===== src/hdl/vev_pkg.sv =====
package vev_pkg;

    localparam logic [2:0] REQ_STEP    = 3'd0;
    localparam logic [2:0] REQ_WRITE   = 3'd1;
    localparam logic [2:0] REQ_TRIGGER = 3'd2;
    localparam logic [2:0] REQ_STOP    = 3'd3;
    localparam logic [2:0] REQ_INIT    = 3'd4;

    localparam logic [31:0] STOPPED_TIME  = 32'hFFFF_FFFF;
    localparam logic [31:0] GRID_OFFSET   = 32'h0000_1000;
    localparam logic [31:0] GRID_MASK     = 32'h0000_7FFF;
    localparam logic [31:0] IDLE_INTERVAL = 32'd8 << 15;
    localparam logic [7:0]  CH1_ENV_INIT  = 8'hF3;

    typedef struct packed {
        logic [2:0]  req_type;
        logic [7:0]  reg_value;
        logic [31:0] cycle_count;
        logic        is_channel1;
    } t_req;

    typedef struct packed {
        logic [3:0]  volume;
        logic [31:0] next_event_time;
        logic        dac_off;
    } t_res;

    typedef struct packed {
        logic [3:0]  volume_level;
        logic [31:0] event_time;
        logic [7:0]  envelope_reg;
    } t_state;

endpackage


===== src/hdl/vev_if.sv =====
interface vev_req_if;
    logic          valid;
    logic          ready;
    vev_pkg::t_req data;

    modport source (output valid, output data, input ready);
    modport sink   (input valid, input data, output ready);
endinterface

interface vev_res_if;
    logic          valid;
    logic          ready;
    vev_pkg::t_res data;

    modport source (output valid, output data, input ready);
    modport sink   (input valid, input data, output ready);
endinterface


===== src/hdl/vev_calc.sv =====
module vev_calc (
    input  vev_pkg::t_state i_state,
    input  vev_pkg::t_req   i_req,
    output vev_pkg::t_state o_state
);

    logic [2:0]  w_period;
    logic        w_dir_up;
    logic [4:0]  w_step_vol;
    logic [3:0]  w_wr_vol;
    logic [3:0]  w_trig_p;
    logic [31:0] w_grid;

    assign w_period = i_state.envelope_reg[2:0];
    assign w_dir_up = i_state.envelope_reg[3];

    // five bits so an underflow or overflow shows in the top bit
    assign w_step_vol = w_dir_up ? ({1'b0, i_state.volume_level} + 5'd1)
                                 : ({1'b0, i_state.volume_level} - 5'd1);

    // align down to the grid set by GRID_OFFSET and GRID_MASK
    assign w_grid = i_req.cycle_count
                  - ((i_req.cycle_count - vev_pkg::GRID_OFFSET) & vev_pkg::GRID_MASK);

    always_comb begin
        w_trig_p = (w_period == 3'd0) ? 4'd8 : {1'b0, w_period};
        if (i_req.cycle_count[14:12] == 3'd0) begin
            w_trig_p = w_trig_p + 4'd1;
        end
    end

    // zombie-mode volume change on a register write
    always_comb begin
        w_wr_vol = i_state.volume_level;
        if (w_period == 3'd0 && i_state.event_time != vev_pkg::STOPPED_TIME) begin
            w_wr_vol = w_wr_vol + 4'd1;
        end else if (!w_dir_up) begin
            w_wr_vol = w_wr_vol + 4'd2;
        end
        if (w_dir_up != i_req.reg_value[3]) begin
            w_wr_vol = 4'd0 - w_wr_vol;
        end
    end

    always_comb begin
        o_state = i_state;
        case (i_req.req_type)
            vev_pkg::REQ_STEP: begin
                if (w_period == 3'd0) begin
                    o_state.event_time = i_state.event_time + vev_pkg::IDLE_INTERVAL;
                end else if (w_step_vol[4]) begin
                    o_state.event_time = vev_pkg::STOPPED_TIME;
                end else begin
                    o_state.volume_level = w_step_vol[3:0];
                    o_state.event_time   = i_state.event_time + {14'd0, w_period, 15'd0};
                end
            end
            vev_pkg::REQ_WRITE: begin
                o_state.volume_level = w_wr_vol;
                o_state.envelope_reg = i_req.reg_value;
            end
            vev_pkg::REQ_TRIGGER: begin
                o_state.event_time   = w_grid + {13'd0, w_trig_p, 15'd0};
                o_state.volume_level = i_state.envelope_reg[7:4];
            end
            vev_pkg::REQ_STOP: begin
                o_state.event_time = vev_pkg::STOPPED_TIME;
            end
            vev_pkg::REQ_INIT: begin
                o_state.volume_level = 4'd0;
                if (i_req.is_channel1) begin
                    o_state.envelope_reg = vev_pkg::CH1_ENV_INIT;
                    o_state.event_time   = vev_pkg::STOPPED_TIME;
                end else begin
                    o_state.envelope_reg = 8'd0;
                    o_state.event_time   = w_grid + vev_pkg::IDLE_INTERVAL;
                end
            end
            default: begin
                o_state = i_state;
            end
        endcase
    end

endmodule


===== src/hdl/volume_envelope_unit.sv =====
// Volume envelope of a sound channel. Every request beat on i_req (envelope
// step, register write, trigger, stop, power-up init) yields exactly one beat
// on o_res carrying the volume, the next envelope step time (all ones when
// stopped) and the DAC-off flag, in request order. A request is registered on
// acceptance and its result is registered in the output register when that
// register is free or being read. One request is taken every cycle while the
// output is not stalled; the rate is set by the single compute stage
// that updates the envelope state, whose longest path is the 32-bit grid
// alignment and timestamp add of a trigger. While a result waits on o_res,
// one more request is still taken into the input register.
module volume_envelope_unit (
    input  logic         i_clk,
    input  logic         i_rst_n,
    vev_req_if.sink      i_req,
    vev_res_if.source    o_res
);

    logic            r_in_valid;
    vev_pkg::t_req   r_in;
    vev_pkg::t_state r_state;
    logic            r_out_valid;
    vev_pkg::t_res   r_out;

    vev_pkg::t_state n_state;
    logic            w_adv;

    assign w_adv       = !r_out_valid || o_res.ready;
    assign i_req.ready = !r_in_valid || w_adv;
    assign o_res.valid = r_out_valid;
    assign o_res.data  = r_out;

    vev_calc u_calc (
        .i_state (r_state),
        .i_req   (r_in),
        .o_state (n_state)
    );

    always_ff @(posedge i_clk) begin
        if (!i_rst_n) begin
            r_in_valid            <= 1'b0;
            r_out_valid           <= 1'b0;
            r_state.volume_level  <= 4'd0;
            r_state.event_time    <= vev_pkg::STOPPED_TIME;
            r_state.envelope_reg  <= 8'd0;
        end else begin
            if (i_req.ready) begin
                r_in_valid <= i_req.valid;
            end
            if (w_adv) begin
                r_out_valid <= r_in_valid;
            end
            // commit state only when the result has room to move
            if (w_adv && r_in_valid) begin
                r_state <= n_state;
            end
        end
    end

    always_ff @(posedge i_clk) begin
        if (i_req.valid && i_req.ready) begin
            r_in <= i_req.data;
        end
        if (w_adv && r_in_valid) begin
            r_out.volume          <= n_state.volume_level;
            r_out.next_event_time <= n_state.event_time;
            r_out.dac_off         <= (n_state.envelope_reg[7:3] == 5'd0);
        end
    end

endmodule


===== src/flat_wrapper.sv =====
// flat-port wrapper written by rule: the top's interface ports become plain ports
module volume_envelope_unit_flat 
  (i_clk, i_rst_n, i_req_valid, i_req_data, i_req_ready, o_res_valid, o_res_data, o_res_ready);
  vev_req_if i_req_i ();
  vev_res_if o_res_i ();
  input  logic i_clk;
  input  logic i_rst_n;
  input wire logic [$bits(i_req_i.valid)-1:0] i_req_valid;
  input wire logic [$bits(i_req_i.data)-1:0] i_req_data;
  output wire logic [$bits(i_req_i.ready)-1:0] i_req_ready;
  output wire logic [$bits(o_res_i.valid)-1:0] o_res_valid;
  output wire logic [$bits(o_res_i.data)-1:0] o_res_data;
  input wire logic [$bits(o_res_i.ready)-1:0] o_res_ready;
  assign i_req_i.valid = i_req_valid;
  assign i_req_i.data = i_req_data;
  assign i_req_ready = i_req_i.ready;
  assign o_res_valid = o_res_i.valid;
  assign o_res_data = o_res_i.data;
  assign o_res_i.ready = o_res_ready;
  volume_envelope_unit u_core (.i_clk(i_clk), .i_rst_n(i_rst_n), .i_req(i_req_i), .o_res(o_res_i));
endmodule

===== config.mk =====
export PLATFORM = sky130hd
export DESIGN_NAME = volume_envelope_unit_flat
export DESIGN_NICKNAME = d
export VERILOG_FILES = /design/src/hdl/vev_pkg.sv /design/src/hdl/vev_if.sv /design/src/hdl/vev_calc.sv /design/src/hdl/volume_envelope_unit.sv /design/src/flat_wrapper.sv
export SDC_FILE = /design/constraint.sdc
export NUM_CORES = 1
export LEC_CHECK = 0
export BUFFER_PORTS_ARGS = -buffer_cell sky130_fd_sc_hd__buf_2
export CELL_PAD_IN_SITES_DETAIL_PLACEMENT = 1
export CELL_PAD_IN_SITES_GLOBAL_PLACEMENT = 1
export CORE_ASPECT_RATIO = 1.75
export CORE_MARGIN = 4
export CORE_UTILIZATION = 40
export CTS_CLUSTER_SIZE = 12
export DETAILED_ROUTE_END_ITERATION = 8
export PLACE_DENSITY_LB_ADDON = 0.08
export RECOVER_POWER = 50
export SYNTH_ARGS = -nofsm -noshare
export SYNTH_HDL_FRONTEND = slang
export SYNTH_SLANG_ARGS = --single-unit

===== constraint.sdc =====
create_clock -name i_clk -period 9.4 [get_ports i_clk]
set_input_delay 1.88 -clock i_clk [delete_from_list [all_inputs] [get_ports i_clk]]
set_output_delay 1.88 -clock i_clk [all_outputs]
set_load 0.01 [all_outputs]

# Word level (Yosys, flattened, before mapping)
# Cells that the tools add are included.
[totals]
regBits = 127
input_bits = 48
elab_cells = 58
[op_classes]
n_addsub = 12
n_eq_ne = 6
muxes = 14
reduce_logical = 13
[ops]
columns = ["cell", "n"]
rows = [
  ["$pmux 32 s4", 1],
  ["$add 32x19->32 const B", 2],
  ["$mux 32", 2],
  ["$mux 40", 1],
  ["$add 32x18->32", 1],
  ["$add 32x19->32", 1],
  ["$ne 32x32->1 const B", 1],
  ["$sub 32x15->32", 1],
  ["$mux 4", 7],
  ["$pmux 4 s4", 1],
  ["$pmux 8 s2", 1],
  ["$sub 15x13->15 const B", 1],
  ["$logic_not 3->1", 3],
  ["$add 4x1->4 const B", 2],
  ["$eq 3x2->1 const B", 2],
  ["$add 4x1->5 const B", 1],
  ["$logic_not 5->1", 1],
  ["$mux 5", 1],
  ["$sub 4x1->5 const B", 1],
  ["$add 4x2->4 const B", 1],
  ["$sub 1x4->4 const A", 1],
  ["$eq 3x1->1 const B", 1],
  ["$eq 3x3->1 const B", 1],
  ["$logic_and 1x1->1", 3],
  ["other kinds (5)", 7],
]

# Logic depth before layout (Yosys ltp)
[logic_depth]
depth_word = 6
depth_mapped = 16
depth_no_buf = 15

# By module
# From an unflattened synthesis, not the netlist that was laid out.
[hier_totals]
cells_unflattened = 798
hier_area_um2 = 7569.8
[modules_own_cells]
columns = ["mod", "instances", "cells_per_inst", "area_each_um2", "seq_area_each_um2"]
rows = [
  ["volume_envelope_unit", 1, 290, 4364.2, 3353.2],
  ["vev_calc", 1, 508, 3205.6, 0.0],
]

# Worst setup path before layout
# No wires, ideal clock.
[synth_path]
path_type = "in2out"
startpoint = "in o_res_ready"
endpoint = "out i_req_ready"
t_arrival_ns = 2.177
path_slack_ns = 5.343
cell_stages = 2
path_buffers = 0
path_cell_list = "nor2b_1 nand2_1"
[synth_between]
elab_chain_len = 2
[synth_rtl]
columns = ["element", "line_no", "text"]
rows = [
  ["start, declared", "flat_wrapper.sv:13", "input wire logic [$bits(o_res_i.ready)-1:0] o_res_ready;"],
  ["$logic_or 1x1->1", "volume_envelope_unit.sv:27", "assign w_adv = !r_out_valid || o_res.ready;"],
  ["$logic_or 1x1->1", "volume_envelope_unit.sv:28", "assign i_req.ready = !r_in_valid || w_adv;"],
  ["end, declared", "flat_wrapper.sv:10", "output wire logic [$bits(i_req_i.ready)-1:0] i_req_ready;"],
]
# No other way between the ends.

# Worst setup path in the final report
[layout_path]
startpoint = "in o_res_ready"
endpoint = "reg u_core.r_state[34] in the netlist's numbering"
[layout_between]
elab_chain_len = 2
[layout_rtl]
columns = ["element", "line_no", "text"]
rows = [
  ["$logic_or 1x1->1", "volume_envelope_unit.sv:27", ""],
  ["$logic_and 1x1->1", "volume_envelope_unit.sv:53", "if (w_adv && r_in_valid) begin"],
  ["end signal, assigned", "volume_envelope_unit.sv:54", "r_state <= n_state;"],
  ["end, declared", "volume_envelope_unit.sv:20", "vev_pkg::t_state r_state;"],
]
# No other way between the ends.
# A chain may end at the register's enable or synchronous reset.

==> summary.md <==
| Metric | Value |
|---|---|
| Most frequent cells in the layout | nor2_1 (81), edfxtp_1 (69), nand2_1 (62) |
| All-Layer GR Usage | 0.202 |
| Max-slew headroom | -0.315 |
| Most common cell after layout, fill and taps aside | nor2_1 |
| Die width | 107 um |
| Clk buf depth | 2 |
| Final setup vio count | 0 |
| Unique cell type count in the Yosys netlist | 78 |
| Grt total ovfl | 0 |
| Hold/Removal Path Class | flip-flop to flip-flop |
| RD Place Congestion | 0.844 |
| Worst r2r src | u_core.r_in[13] |
| FF+latch count, synth | 115 |
| Share of the yosys chip area belonging to registers | 0.440 |
| DIE AREA | 19300 sq um |
| WHS Endpoint | u_core.r_state[21] |
| Comb pwr share | 0.146 |
| Layout cells sized above 1 | 0.110 |
| Worst vdd ir | 0.0000938 V |
| Cell taking the most area after synthesis | edfxtp_1 |
| Inst Count DP | 986 |
| Synth warn | 0 |
| Leakage | 2.84 nW |
| H-tree depth | 4 |
| Mapped cell area | 6810 sq um |
| Worst setup SP type | primary input |
| DRT antenna net count | 0 |
| Die height | 181 um |
| CP Max Fanout | 45 |
| Top-area cell type share of the netlist area | 0.304 |
| Synth Area in Adders | 0.0437 |
| Via density | 5.73 |
| I/O pin total | 87 |
| Final Util | 0.475 |
| Initial DRC count | 231 |
| Clock transition at the registers of the reported paths | 60 ps |
| Root Driver | clkbuf_16 |
| Switch share | 0.270 |
| # DRC | 0 |
| Syn Nets | 798 |
| Main combinational cell family by area after synthesis | compound AO/OA/AOI/OAI gates |
| Highest clock rate | 188 MHz |
| Fin crit period | 5320 ps |
| Mux contribution to synthesized area | 0.00901 |
| CTS Buf Count | 17 |
| Worst Path Arrival | 5670 ps |
| Largest cells by area after synthesis | edfxtp_1 (30%), dfxtp_1 (14%), nor2_1 (4.5%) |
| Final instance area | 7890 sq um |
| Sequential Power Share | 0.397 |
| Complex-gate fraction of the synthesized area | 0.202 |
| Number of synthesized flops with an enable pin | 69 |
| Reg2reg setup slack | 5090 ps |
| Post-DP HPWL | 14200 um |
| Setup CP Type | primary input to flip-flop |
| Number of cells on the worst hold path | 2 |
| Fin crit share | 0.566 |
| Number of global-route vias before repair | 6154 |
| Row cnt | 62 |
| Post-CTS Setup Inserts | 0 |
| Reg2reg path depth | 14 |
| Initial Util | 0.410 |
| Int Power | 0.00110 W |
| Prevailing post-synth register cell | edfxtp_1 |
| CTS sink cnt | 115 |
| Clock Power Share | 0.457 |
| XOR/XNOR Fraction of Synth Area | 0.0682 |
| Via Count | 5832 |
| Final Hold Viols | 0 |
| Layout area overhead | 15.9% |
| Share of flip-flops with an asynchronous set or reset | 0 |
| Net Sw Power | 0.000409 W |
| DR WL/cell | 18.6 um |
| Post-synthesis instance total | 728 |
| Power Density | 192 nW/um^2 |
| Global-route wire length before repair | 31400 um |
| Max-Cap Viols | 2 |
| RSZ-0062 raised after global routing | no |
| Layout Cells excl Fill | 1018 |
| Inserted Diodes | 0 |
| Largest net degree at the start of global routing | 46 |
| Outcome | finished, violations left |
| Pins over their slew limit | 79 |
| Post-DP Area | 7320 sq um |
| DR pass1 iterations | 4 |
| Simple-gate share of the synthesized area | 0.199 |
| Post-CTS sizing | 0 |
| Initial antenna violation count | 0 |
| Port bufs | 74 |
| Cts hold-fix bufs | 0 |
| Violated checks | max-capacitance violations, max-slew violations |
| Worst skew pair latency | 420 ps |
| Fin Setup TNS | 0 ps |
| Hold slack | 517 ps |
| Min-delay src | u_core.r_state[21] |
| WL final | 18900 um |
| Post-synthesis area per instance | 9.35 sq um |
| Critical path capture point type | flip-flop |
| TritonCTS clock tree | built |
| CP required | 9760 ps |
| Slew of the pin with the lowest slew margin | 1970 ps |
| # nets final | 851 |
| Core area | 16600 sq um |
| Clk_skew | 11.6 ps |
| RR Endpoint | u_core.o_res.data[26] |
==> state kept, by name (all words and copies together) (netlist names) <==
signal	count
u_core.o_res.data	37
u_core.r_state	44
u_core.r_in	32
u_core.r_in_valid	1
u_core.o_res.valid	1
==> metrics by stage <==
stage	setup slack, ps	total power (W)
global placement	5130	0.000824
global route	3650	0.00158
detailed placement	5070	0.000833
CTS	5070	0.00153
floorplan	5340	0.000763
finish	4080	0.00151
==> power by group through the flow <==
stage,combinational (W),clock (W),sequential [W]
after global routing,0.000248,0.000727,0.000605
after CTS,0.000225,0.000702,0.000599
after detailed placement,0.000224,0,0.000610
final,0.000221,0.000691,0.000600
after floorplan,0.000162,0,0.000601
after global placement,0.000216,0,0.000608
==> routing by layer <==
| metal | global-route usage | vias to the layer above | routed length (um) |
|---|---|---|---|
| li1 | - | 2831 | - |
| met1 | 0.237 | 2841 | 7800 |
| met2 | 0.361 | 130 | 9900 |
| met3 | 0.0316 | 30 | 742 |
| met4 | 0.0829 | 0 | 504 |
| met5 | 0 | - | 0 |
==> final cells by class <==
cell class	count	area (sq um)
Fill cell	1985	8710
Clock inverter	11	148
Inverter	18	67.6
Tap cell	224	280
Multi-Input combinational cell	548	3550
Sequential cell	115	2990
Timing Repair Buffer	81	367
Clock buffer	21	483
==> cells in the mapped netlist (11+ instances only) <==
| library cell | n |
|---|---|
| xnor2_1 | 27 |
| a21oi_1 | 43 |
| a211oi_1 | 12 |
| nor2_1 | 81 |
| nand3_1 | 29 |
| ha_1 | 19 |
| clkbuf_1 | 41 |
| nand2_1 | 62 |
| o21ai_0 | 33 |
| edfxtp_1 | 69 |
| nand4_1 | 18 |
| o311ai_0 | 15 |
| and2_1 | 11 |
| inv_1 | 18 |
| xor2_1 | 26 |
| dfxtp_1 | 46 |
| nor3_1 | 17 |
==> cell families (layout without fill, tap and decap cells) <==
kind of cell | Yosys count | count (layout)
and+or+nand+nor | 277 | 277
AOI/OAI and AO/OA | 190 | 190
DFF | 115 | 115
buffers and inverters | 65 | 131
xor gates and xnor gates | 53 | 53
adders and majority gates | 22 | 22
muxes | 6 | 6
==> how the worst max path moves through the flow <==
stage                    startpoint            endpoint  slack (ps)  cells after the start
CTS                 u_core.r_in[13]  u_core.r_state[38]        5070                     15
finish                  o_res_ready  u_core.r_state[34]        4080                      8
detailed placement  u_core.r_in[13]  u_core.r_state[38]        5070                     15
global route            o_res_ready  u_core.r_state[34]        3650                      8
global placement        o_res_ready         i_req_ready        5130                      4
floorplan               o_res_ready         i_req_ready        5340                      2
==> critical path: stages <==
cell and delay [ps]:
buf_2 100, nor2b_1 210, nand2b_1 130, clkbuf_1 1400, inv_1 930, buf_4 530
nand2_1 240, o32a_1 200
(Power assumes the default switching activity.)
